File: config.mk
export PLATFORM = sky130hd
export DESIGN_NAME = hfc_ccell
export DESIGN_NICKNAME = d
export VERILOG_FILES = /design/src/hdl/assert_macros.svh /design/src/hdl/hfc_pkg.sv /design/src/hdl/hfc_ccell.sv
export SDC_FILE = /design/constraint.sdc
export NUM_CORES = 1
export LEC_CHECK = 0
export BUFFER_PORTS_ARGS = -buffer_cell sky130_fd_sc_hd__clkbuf_2
export CAP_MARGIN = 10
export CORE_ASPECT_RATIO = 1.75
export CORE_UTILIZATION = 50
export CTS_CLUSTER_SIZE = 24
export DETAILED_ROUTE_END_ITERATION = 10
export GPL_TIMING_DRIVEN = 0
export HOLD_SLACK_MARGIN = 0.1
export PLACE_DENSITY_LB_ADDON = 0.3
export SLEW_MARGIN = 10
export SYNTH_ARGS = -nofsm -noshare
export SYNTH_HDL_FRONTEND = slang
export SYNTH_SLANG_ARGS = --single-unit
export TNS_END_PERCENT = 5
File: constraint.sdc
create_clock -name clk -period 4.5 [get_ports clk]
set_clock_uncertainty 0.1 [all_clocks]
set_input_delay 0.45 -clock clk [delete_from_list [all_inputs] [get_ports clk]]
set_output_delay 0.45 -clock clk [all_outputs]
set_load 0.005 [all_outputs]
File: src/hdl/assert_macros.svh
// Assertion macros shared by the codec RTL.
// Clocked on clk, disabled while rst_n is low; no other dependencies.
`ifndef ASSERT_MACROS_SVH
`define ASSERT_MACROS_SVH

// Same-cycle implication.
`define ASSERT_IMP(lbl, ante, cons) \
  lbl: assert property (@(posedge clk) disable iff (!rst_n) (ante) |-> (cons)) \
    else $error("assertion failed");

// Next-cycle implication.
`define ASSERT_NXT(lbl, ante, cons) \
  lbl: assert property (@(posedge clk) disable iff (!rst_n) (ante) |=> (cons)) \
    else $error("assertion failed");

`endif

File: src/hdl/hfc_pkg.sv
// Shared types and fixed constants of the Huffman codec.
// No dependencies.
package hfc_pkg;

  localparam int SYM_W      = 8;
  localparam int OUT_CODE_W = 24;
  localparam int OUT_LEN_W  = 5;

  typedef enum logic [1:0] {
    OP_COUNT  = 2'd0,
    OP_ENCODE = 2'd1,
    OP_DECODE = 2'd2,
    OP_CLEAR  = 2'd3
  } op_t;

  localparam logic [1:0] KIND_CODE = 2'd0;
  localparam logic [1:0] KIND_SYM  = 2'd1;
  localparam logic [1:0] KIND_ERR  = 2'd2;

  // sorted node chain controls
  typedef struct packed {
    logic clr;
    logic ins;
    logic pop;
  } q_ctrl_t;

  // code cell row controls
  typedef struct packed {
    logic init;
    logic mark;
    logic merge;
    logic shift;
  } cc_ctrl_t;

endpackage

File: src/hdl/hfc_ccell.sv
// One code cell: tracks the subtree holding its symbol and grows its code per merge.
// Depends on hfc_pkg.
module hfc_ccell import hfc_pkg::*; #(
  parameter int N_W = 9,
  parameter int L_W = 5,
  parameter int C_W = 24,
  parameter int ID  = 0
) (
  input  logic           clk,
  input  cc_ctrl_t       ctrl,
  input  logic [N_W-1:0] mark_id,
  input  logic [N_W-1:0] a_id,
  input  logic [N_W-1:0] b_id,
  input  logic [N_W-1:0] m_id,
  input  logic           rt_v,
  input  logic [L_W-1:0] rt_len,
  input  logic [C_W-1:0] rt_bits,
  output logic           cell_v,
  output logic [L_W-1:0] cell_len,
  output logic [C_W-1:0] cell_bits
);

  localparam logic [L_W-1:0] LEN_OVF = L_W'(C_W + 1);
  localparam logic [L_W-1:0] LEN_MAX = L_W'(C_W);
  localparam logic [N_W-1:0] OWN_ID  = N_W'(ID);

  logic           v_r;
  logic [L_W-1:0] len_r;
  logic [C_W-1:0] bits_r;
  logic [N_W-1:0] grp_r;
  logic [L_W-1:0] len_inc;

  // length saturates one past the longest code that can be reported
  assign len_inc   = (len_r == LEN_OVF) ? len_r : len_r + L_W'(1);
  assign cell_v    = v_r;
  assign cell_len  = len_r;
  assign cell_bits = bits_r;

  always_ff @(posedge clk) begin
    if (ctrl.init) begin
      v_r    <= 1'b0;
      len_r  <= '0;
      bits_r <= '0;
      grp_r  <= OWN_ID;
    end else if (ctrl.mark && mark_id == OWN_ID) begin
      v_r <= 1'b1;
    end else if (ctrl.merge && (grp_r == a_id || grp_r == b_id)) begin
      grp_r <= m_id;
      len_r <= len_inc;
      if (grp_r == b_id && len_r < LEN_MAX) begin
        bits_r <= bits_r | (C_W'(1) << len_r);
      end
    end else if (ctrl.shift) begin
      v_r    <= rt_v;
      len_r  <= rt_len;
      bits_r <= rt_bits;
    end
  end

endmodule

==> impl_metrics.json <==
{
  "ir_drop_mv": 0.265,
  "final-setup-viol-count": 0,
  "drt-vias-per-instance": 5.43,
  "max_slew_margin": 0.566,
  "syn_area_per_cell_um2": 8.55,
  "cts_sinks": 39,
  "critPathRequiredTime_ns": 4.56,
  "seq_area_frac_synth": 0.368,
  "hp-class": "input pin to flop",
  "htree_levels": 2,
  "start_kind": "input pin",
  "fin_crit_ns": 2.14,
  "ys.flop_type": "dfxtp_1",
  "initial_core_util": 0.516,
  "die_h_um": 88.2,
  "post_dp_cell_area_um2": 2680,
  "clk_latency_ns": 0.29,
  "wl_per_cell_um": 14.0,
  "stdcell_count": 405,
  "fin_crit_sh": 0.476,
  "root_buffer": "clkbuf_8",
  "cts_setup_buffers": 0,
  "grt_pass1_wl_um": 9070,
  "total_power_mw": 0.844,
  "powerDensity_nw_per_um2": 300,
  "arrival_ns": 2.20,
  "final_nets": 432,
  "coreArea_um2": 4110,
  "synth-edff-count": 0,
  "crit_path_cell_trace": "clkbuf_2 -> nor4_1 -> nand4_1 -> nand2_1 -> nor3_1 -> buf_6 -> buf_6 -> mux2i_1 -> o22ai_1",
  "crit_path_top_delay_cell": "nor4_1",
  "cts_tree": "done",
  "synth.largest_area_cell": "dfxtp_1",
  "synth_cell_types": 37,
  "port_buffers": 100,
  "antenna_found_initial": 0,
  "slew_violations": 0,
  "ys_ff_latch": 39,
  "power.leakage_nw": 1.26,
  "ctsResizeCount": 0,
  "worst_slew_pin_slew_ns": 0.647,
  "crit_type": "input pin to flop",
  "synth_top_area_frac": 0.368,
  "maxCapViolCount": 0,
  "syn_area_um2": 2120,
  "dr_total_vias": 2200,
  "synthesis.instances": 248,
  "cts.hold.buffers_added": 0,
  "ctsLongestPathBuffers": 2,
  "track_usage": 0.263,
  "num_antenna_cells": 0,
  "die_w_um": 51.2,
  "max_stage_delay_ns": 0.37,
  "stdcell_area_um2": 2820,
  "grt_max_degree": 13,
  "drt_iter0_drc": 55,
  "drc": 0,
  "dp_cells": 397,
  "gp_congestion": 0.800,
  "cp_top_family": "simple AND/OR/NAND/NOR gates",
  "path_clk_slew_ns": 0.08,
  "die_area_um2": 4520,
  "yosys.cell_count.top_type": "nand2_1",
  "min_path_cells": 3,
  "hold_viol": 0,
  "dp_hpwl_um": 4420,
  "path_max_fanout": 10,
  "grt_pass1_vias": 2100,
  "detail-route-antenna-nets": 0,
  "yosys-top-cells-count": "nand2_1 (41), dfxtp_1 (39), a21oi_1 (22)",
  "routed_wl_um": 5660,
  "grt_overflow_total": 0,
  "rr_worst_depth": 8,
  "cp.depth": 9,
  "synth.area.top_cells": "dfxtp_1 (37%), nand2_1 (7.3%), a21oi_1 (5.2%)",
  "cpMostUsedCell": "buf_6",
  "area_growth_pct": 32.7,
  "async_flop_share": 0,
  "dr.pass1.iters": 4,
  "crit_path_end_kind": "flop",
  "drive_gt1_frac": 0.351,
  "cp_num_buf_inv": 3,
  "rows": 31,
  "synth_nets": 325,
  "status": "finished, final reports clean",
  "rsz0062_at_grt": "no",
  "cts_inserted_buffers": 5,
  "io_pins": 101,
  "setup_tns_ns": 0,
  "fmax_mhz": 467,
  "ys_warn_count": 0
}
## state kept, by name, indices dropped and copies added (netlist names)
register	flops
cell_bits	24
cell_len	5
grp_r	9
cell_v	1
## worst register-to-register path: cells and delay by family (launching register included)
kind,cells,cell delay (ns)
compound gates,1,0.11
xor+xnor,1,0.19
buf+inv,2,0.32
flops,1,0.34
mux,1,0.18
simple gates,3,0.78
## stage by stage
step,worst slack (ns),util,hold WS [ns]
floorplan,2.42,-,0.348
global placement,2.14,0.652,0.337
detailed placement,2.09,0.652,0.345
CTS,2.35,0.685,0.291
global route,2.12,0.685,0.315
finish,2.36,0.685,0.293
## power breakdown
group	internal [mW]	switching, mW
sequential	0.361	0.0112
combinational	0.0641	0.0627
clock	0.222	0.124
## worst paths after layout
| kind | startpoint | endpoint | slack [ns] |
|---|---|---|---|
| setup / recovery | mark_id[1] | cell_bits[18]$_SDFFE_PP0P_ | 2.36 |
| hold reg to reg | cell_bits[1]$_SDFFE_PP0P_ | cell_bits[1]$_SDFFE_PP0P_ | 0.35 |
| hold / removal | m_id[0] | grp_r[0]$_SDFFE_PP0P_ | 0.29 |
| setup reg to reg | grp_r[5]$_SDFFE_PP0P_ | cell_bits[18]$_SDFFE_PP0P_ | 2.36 |
## kinds of logic after synthesis
logic type | count (synthesis) | synth area share
and+or+nand+nor | 102 | 0.265
DFF | 39 | 0.368
xor gates and xnor gates | 19 | 0.0785
muxes | 8 | 0.0378
buffers and inverters | 18 | 0.0460
adders and majority gates | 6 | 0.0354
AOI/OAI and AO/OA | 56 | 0.169
## cells in the final DEF (no fill, tap or decap), drive strengths merged, types with 8 or more instances in the layout
cell    Yosys  layout
clkbuf      5     111
nand2      42      42
dfxtp      39      39
a21oi      23      23
nand3      21      21
xnor2      11      11
a22oi      10      10
o22ai       9       9
a31oi       9       9
xor2        8       8
mux2i       8       8
## routing by layer
layer | global-route usage | up-vias | share of wire
met4 | 0.125 | 0 | 0.019
met5 | 0 | - | 0
met2 | 0.517 | 84 | 0.57
met3 | 0.0330 | 10 | 0.053
met1 | 0.262 | 996 | 0.36
li1 | - | 1110 | -
## area by class of cell
| type | instances | area [µm²] |
|---|---|---|
| Sequential cell | 39 | 781 |
| Inverter | 6 | 22.5 |
| Multi-Input combinational cell | 191 | 1240 |
| Clock buffer | 6 | 72.6 |
| Buffer | 12 | 75.1 |
| Clock inverter | 2 | 60.1 |
| Timing Repair Buffer | 100 | 500 |
| Fill cell | 366 | 1300 |
| Tap cell | 49 | 61.3 |
(Power assumes the default switching activity.)
