<file path="src/hdl/assert_macros.svh">
// Assertion macros shared by the codec RTL.
// Clocked on clk, disabled while rst_n is low; no other dependencies.
`ifndef ASSERT_MACROS_SVH
`define ASSERT_MACROS_SVH

// Same-cycle implication.
`define ASSERT_IMP(lbl, ante, cons) \
  lbl: assert property (@(posedge clk) disable iff (!rst_n) (ante) |-> (cons)) \
    else $error("assertion failed");

// Next-cycle implication.
`define ASSERT_NXT(lbl, ante, cons) \
  lbl: assert property (@(posedge clk) disable iff (!rst_n) (ante) |=> (cons)) \
    else $error("assertion failed");

`endif

</file>
<file path="src/hdl/hfc_pkg.sv">
// Shared types and fixed constants of the Huffman codec.
// No dependencies.
package hfc_pkg;

  localparam int SYM_W      = 8;
  localparam int OUT_CODE_W = 24;
  localparam int OUT_LEN_W  = 5;

  typedef enum logic [1:0] {
    OP_COUNT  = 2'd0,
    OP_ENCODE = 2'd1,
    OP_DECODE = 2'd2,
    OP_CLEAR  = 2'd3
  } op_t;

  localparam logic [1:0] KIND_CODE = 2'd0;
  localparam logic [1:0] KIND_SYM  = 2'd1;
  localparam logic [1:0] KIND_ERR  = 2'd2;

  // sorted node chain controls
  typedef struct packed {
    logic clr;
    logic ins;
    logic pop;
  } q_ctrl_t;

  // code cell row controls
  typedef struct packed {
    logic init;
    logic mark;
    logic merge;
    logic shift;
  } cc_ctrl_t;

endpackage

</file>
<file path="src/hdl/hfc_qcell.sv">
// One cell of the sorted node chain used for the tree build.
// Depends on hfc_pkg.
module hfc_qcell import hfc_pkg::*; #(
  parameter int W_W = 24,
  parameter int N_W = 9
) (
  input  logic           clk,
  input  logic           rst_n,
  input  q_ctrl_t        ctrl,
  input  logic [W_W-1:0] key_w,
  input  logic           key_m,
  input  logic [N_W-1:0] key_tag,
  input  logic           lf_v,
  input  logic [W_W-1:0] lf_w,
  input  logic           lf_m,
  input  logic [N_W-1:0] lf_tag,
  input  logic           lf_lt,
  input  logic           rt_v,
  input  logic [W_W-1:0] rt_w,
  input  logic           rt_m,
  input  logic [N_W-1:0] rt_tag,
  output logic           cell_v,
  output logic [W_W-1:0] cell_w,
  output logic           cell_m,
  output logic [N_W-1:0] cell_tag,
  output logic           cell_lt
);

  logic           v_r;
  logic [W_W-1:0] w_r;
  logic           m_r;
  logic [N_W-1:0] tag_r;

  // weight, then leaf before merged; leaves by signed symbol, merged newest first
  function automatic logic key_before(input logic [W_W-1:0] wa, input logic ma,
                                      input logic [N_W-1:0] ta, input logic [W_W-1:0] wb,
                                      input logic mb, input logic [N_W-1:0] tb);
    logic [SYM_W-1:0] sa;
    logic [SYM_W-1:0] sb;
    sa = SYM_W'(ta);
    sb = SYM_W'(tb);
    sa[SYM_W-1] = ~sa[SYM_W-1];
    sb[SYM_W-1] = ~sb[SYM_W-1];
    if (wa != wb) return wa < wb;
    if (ma != mb) return !ma;
    if (!ma) return sa < sb;
    return ta > tb;
  endfunction

  assign cell_lt  = !v_r || key_before(key_w, key_m, key_tag, w_r, m_r, tag_r);
  assign cell_v   = v_r;
  assign cell_w   = w_r;
  assign cell_m   = m_r;
  assign cell_tag = tag_r;

  always_ff @(posedge clk) begin
    if (!rst_n) begin
      v_r <= 1'b0;
    end else if (ctrl.clr) begin
      v_r <= 1'b0;
    end else if (ctrl.ins && cell_lt) begin
      v_r <= lf_lt ? lf_v : 1'b1;
    end else if (ctrl.pop) begin
      v_r <= rt_v;
    end
  end

  always_ff @(posedge clk) begin
    if (ctrl.ins && cell_lt) begin
      if (lf_lt) begin
        w_r   <= lf_w;
        m_r   <= lf_m;
        tag_r <= lf_tag;
      end else begin
        w_r   <= key_w;
        m_r   <= key_m;
        tag_r <= key_tag;
      end
    end else if (ctrl.pop) begin
      w_r   <= rt_w;
      m_r   <= rt_m;
      tag_r <= rt_tag;
    end
  end

endmodule

</file>
<file path="config.mk">
export PLATFORM = sky130hd
export DESIGN_NAME = hfc_qcell
export DESIGN_NICKNAME = d
export VERILOG_FILES = /design/src/hdl/assert_macros.svh /design/src/hdl/hfc_pkg.sv /design/src/hdl/hfc_qcell.sv
export SDC_FILE = /design/constraint.sdc
export NUM_CORES = 1
export LEC_CHECK = 0
export ABC_AREA = 1
export BUFFER_PORTS_ARGS = -buffer_cell sky130_fd_sc_hd__buf_2
export CELL_PAD_IN_SITES_DETAIL_PLACEMENT = 1
export CELL_PAD_IN_SITES_GLOBAL_PLACEMENT = 1
export CORE_MARGIN = 10
export CORE_UTILIZATION = 25
export DETAILED_ROUTE_END_ITERATION = 12
export PLACE_DENSITY_LB_ADDON = 0.05
export REMOVE_ABC_BUFFERS = 1
export SETUP_SLACK_MARGIN = 0.4
export SLEW_MARGIN = 30
export SYNTH_ARGS = -nofsm -noshare
export SYNTH_HDL_FRONTEND = slang
export SYNTH_SLANG_ARGS = --single-unit
</file>
<file path="constraint.sdc">
create_clock -name clk -period 3.2 [get_ports clk]
set_input_delay 0.48 -clock clk [delete_from_list [all_inputs] [get_ports clk]]
set_output_delay 0.48 -clock clk [all_outputs]
set_load 0.005 [all_outputs]
</file>
==> summary.json <==
{
  "criticalPathCategory": "input port to flop",
  "clock-sinks": 35,
  "postCtsSetupBuffers": 0,
  "met2_length_um": 5700,
  "critical_path_arrival_ns": 2.57,
  "final_layout_size_suffix_gt1_frac": 0.500,
  "postCtsResizedCells": 0,
  "die-area_um2": 17800,
  "status": "finished clean",
  "global_route.overflow_total": 0,
  "detailedPlacementHpwl_um": 9210,
  "route.final.wire_length_um": 11400,
  "fin_crit_ns": 2.54,
  "totalNegativeSetupSlack_ns": 0,
  "post_synth_inst_count": 372,
  "cp_data_required_time_ns": 3.23,
  "rows": 41,
  "seq_area_frac_synth": 0.324,
  "syn_avg_cell_area_um2": 8.62,
  "clkTransAtPathRegs_ns": 0.06,
  "place_congestion": 0.722,
  "vias": 2940,
  "setup_viol": 0,
  "max_slew.worst_pin.slew_ns": 0.952,
  "design.final.nets": 659,
  "clockBufferDepth": 2,
  "hold_path_class": "input port to flop",
  "yosys_register_bits": 35,
  "cts_tree": "yes",
  "drc_errors": 0,
  "fin_area_um2": 4190,
  "portBuffers": 145,
  "placeableCoreArea_um2": 12600,
  "dpl-instance-area_um2": 4050,
  "area.growth.synth_to_final_pct": 30.5,
  "route.met3.wl_um": 771,
  "finalHoldViolations": 0,
  "max-vdd-ir-drop_uv": 194,
  "synth_area_leader_cell": "sky130_fd_sc_hd__edfxtp_1",
  "netlist.area_leader.share": 0.318,
  "antenna_violations_before_repair": 1,
  "highest_layer": "met5",
  "static-leakage-power_nw": 2.17,
  "placedCellCount": 680,
  "cts_hold_repair.buffers": 0,
  "yosys-top-cells-count": "sky130_fd_sc_hd__nand2_1, sky130_fd_sc_hd__inv_1, sky130_fd_sc_hd__nand2_2, sky130_fd_sc_hd__edfxtp_1, sky130_fd_sc_hd__ha_1",
  "ant_nets": 0,
  "cellPowerDensity_nw_per_um2": 377,
  "finish.cell_count_without_fillers": 689,
  "root_buffer": "sky130_fd_sc_hd__clkbuf_16",
  "synthMostInstantiatedCell": "sky130_fd_sc_hd__nand2_1",
  "yosysWarnings": 0,
  "start_util": 0.254,
  "first_global_vias": 3389,
  "finish.utilization": 0.332,
  "tritoncts.num_buffers": 5,
  "count_of_cell_types_in_the_netlist": 28,
  "cell_types_occupying_the_most_area_after_synthesis": "sky130_fd_sc_hd__edfxtp_1, sky130_fd_sc_hd__ha_1, sky130_fd_sc_hd__nand2_1",
  "rsz0062_at_grt": "false",
  "grt_first_pass_wirelength_um": 17700,
  "synth_edf_count": 34,
  "maximum_number_of_pins_on_one_net_before_global_route_repair": 35,
  "drt_pre_antenna_iters": 5,
  "design.portCount": 146,
  "slew_violations": 0,
  "routed_wire_length_per_instance_um": 16.5,
  "met1_length_um": 4790,
  "whs_ns": 0.439,
  "detail_route.vias_per_cell": 4.27,
  "die_width_um": 133,
  "chipHeight_um": 133,
  "synth.cell_area_um2": 3210,
  "drtIter0Drc": 67,
  "critPathLaunchType": "input port",
  "drv.max_cap_violation_count": 0,
  "fin_crit_sh": 0.795,
  "finClkSkew_ns": 0.00894,
  "cts-htree-levels": 2,
  "slew-limit-headroom": 0.365,
  "path_max_fanout": 31,
  "timing.fmax_mhz": 393,
  "track_usage": 0.126,
  "share_of_async_settable_or_async_resettable_flops_after_synthesis": 0,
  "critPathCaptureType": "flop",
  "worstSkewPairLatency_ns": 0.28,
  "dominant_synthesized_flop_cell": "sky130_fd_sc_hd__edfxtp_1"
}
==> through the flow <==
stage               setup slack [ns]  power [W]
finish                         0.656    0.00158
global route                   0.441    0.00170
CTS                            0.559    0.00162
detailed placement             0.262    0.00112
global placement               0.388    0.00111
floorplan                      0.171   0.000883
==> path summary, 6_finish.rpt <==
kind,start,to,slack (ns),cells past startpoint
hold / removal,rst_n,cell_v,0.44,3
hold reg to reg,cell_v,cell_v,0.54,2
setup reg to reg,cell_w[15],cell_tag[2],0.72,14
setup / recovery,lf_lt,cell_w[23],0.66,6
==> registers in the layout (all words and copies together), names as in the netlist <==
| name | count |
|---|---|
| cell_m | 1 |
| cell_v | 1 |
| cell_tag | 9 |
| cell_w | 24 |
==> worst max-delay path: stages <==
cell and delay, ns:
sky130_fd_sc_hd__buf_2 0.70, sky130_fd_sc_hd__inv_1 0.53, sky130_fd_sc_hd__buf_4 0.37, sky130_fd_sc_hd__or2_2 0.30, sky130_fd_sc_hd__o211ai_1 0.09, sky130_fd_sc_hd__nand2_1 0.07
==> kinds of logic after synthesis <==
kind of cell / count (synthesis) / share of synthesized area
AO/OA/AOI/OAI: 58 / 0.153
flip-flops: 35 / 0.324
buffers and inverters: 64 / 0.103
AND/OR/NAND/NOR: 181 / 0.287
adder cells (fa/ha/maj): 34 / 0.133
==> cell usage in the layout (no fill, tap or decap), types with 14 or more instances in the layout <==
master	n
sky130_fd_sc_hd__buf_2	145
sky130_fd_sc_hd__nand2_1	80
sky130_fd_sc_hd__inv_1	49
sky130_fd_sc_hd__nand2_2	43
sky130_fd_sc_hd__ha_1	34
sky130_fd_sc_hd__edfxtp_1	34
sky130_fd_sc_hd__or2_2	30
sky130_fd_sc_hd__o211ai_2	20
sky130_fd_sc_hd__a21oi_1	15
sky130_fd_sc_hd__nor2_1	14
sky130_fd_sc_hd__o211ai_1	14
==> power by group <==
group	total (W)	internal (W)	switching [W]
logic	0.000502	0.000222	0.000280
registers	0.000595	0.000568	0.0000277
clock network	0.000483	0.000284	0.000199
==> cell type report <==
cell class	count	area, um^2
clock inverters	2	7.51
fillers	1599	8430
inverters	50	190
clock buffers	6	129
flip-flops and latches	35	1040
well taps	172	215
diodes	1	2.50
multi-input cells	273	1840
repair buffers	150	763
==> routing by layer <==
metal,track usage,up-vias
li1,-,1511
met1,0.139,1330
met2,0.225,86
met3,0.0436,11
met4,0.0278,2
met5,0,-
Power figures use the tool's default switching activity.
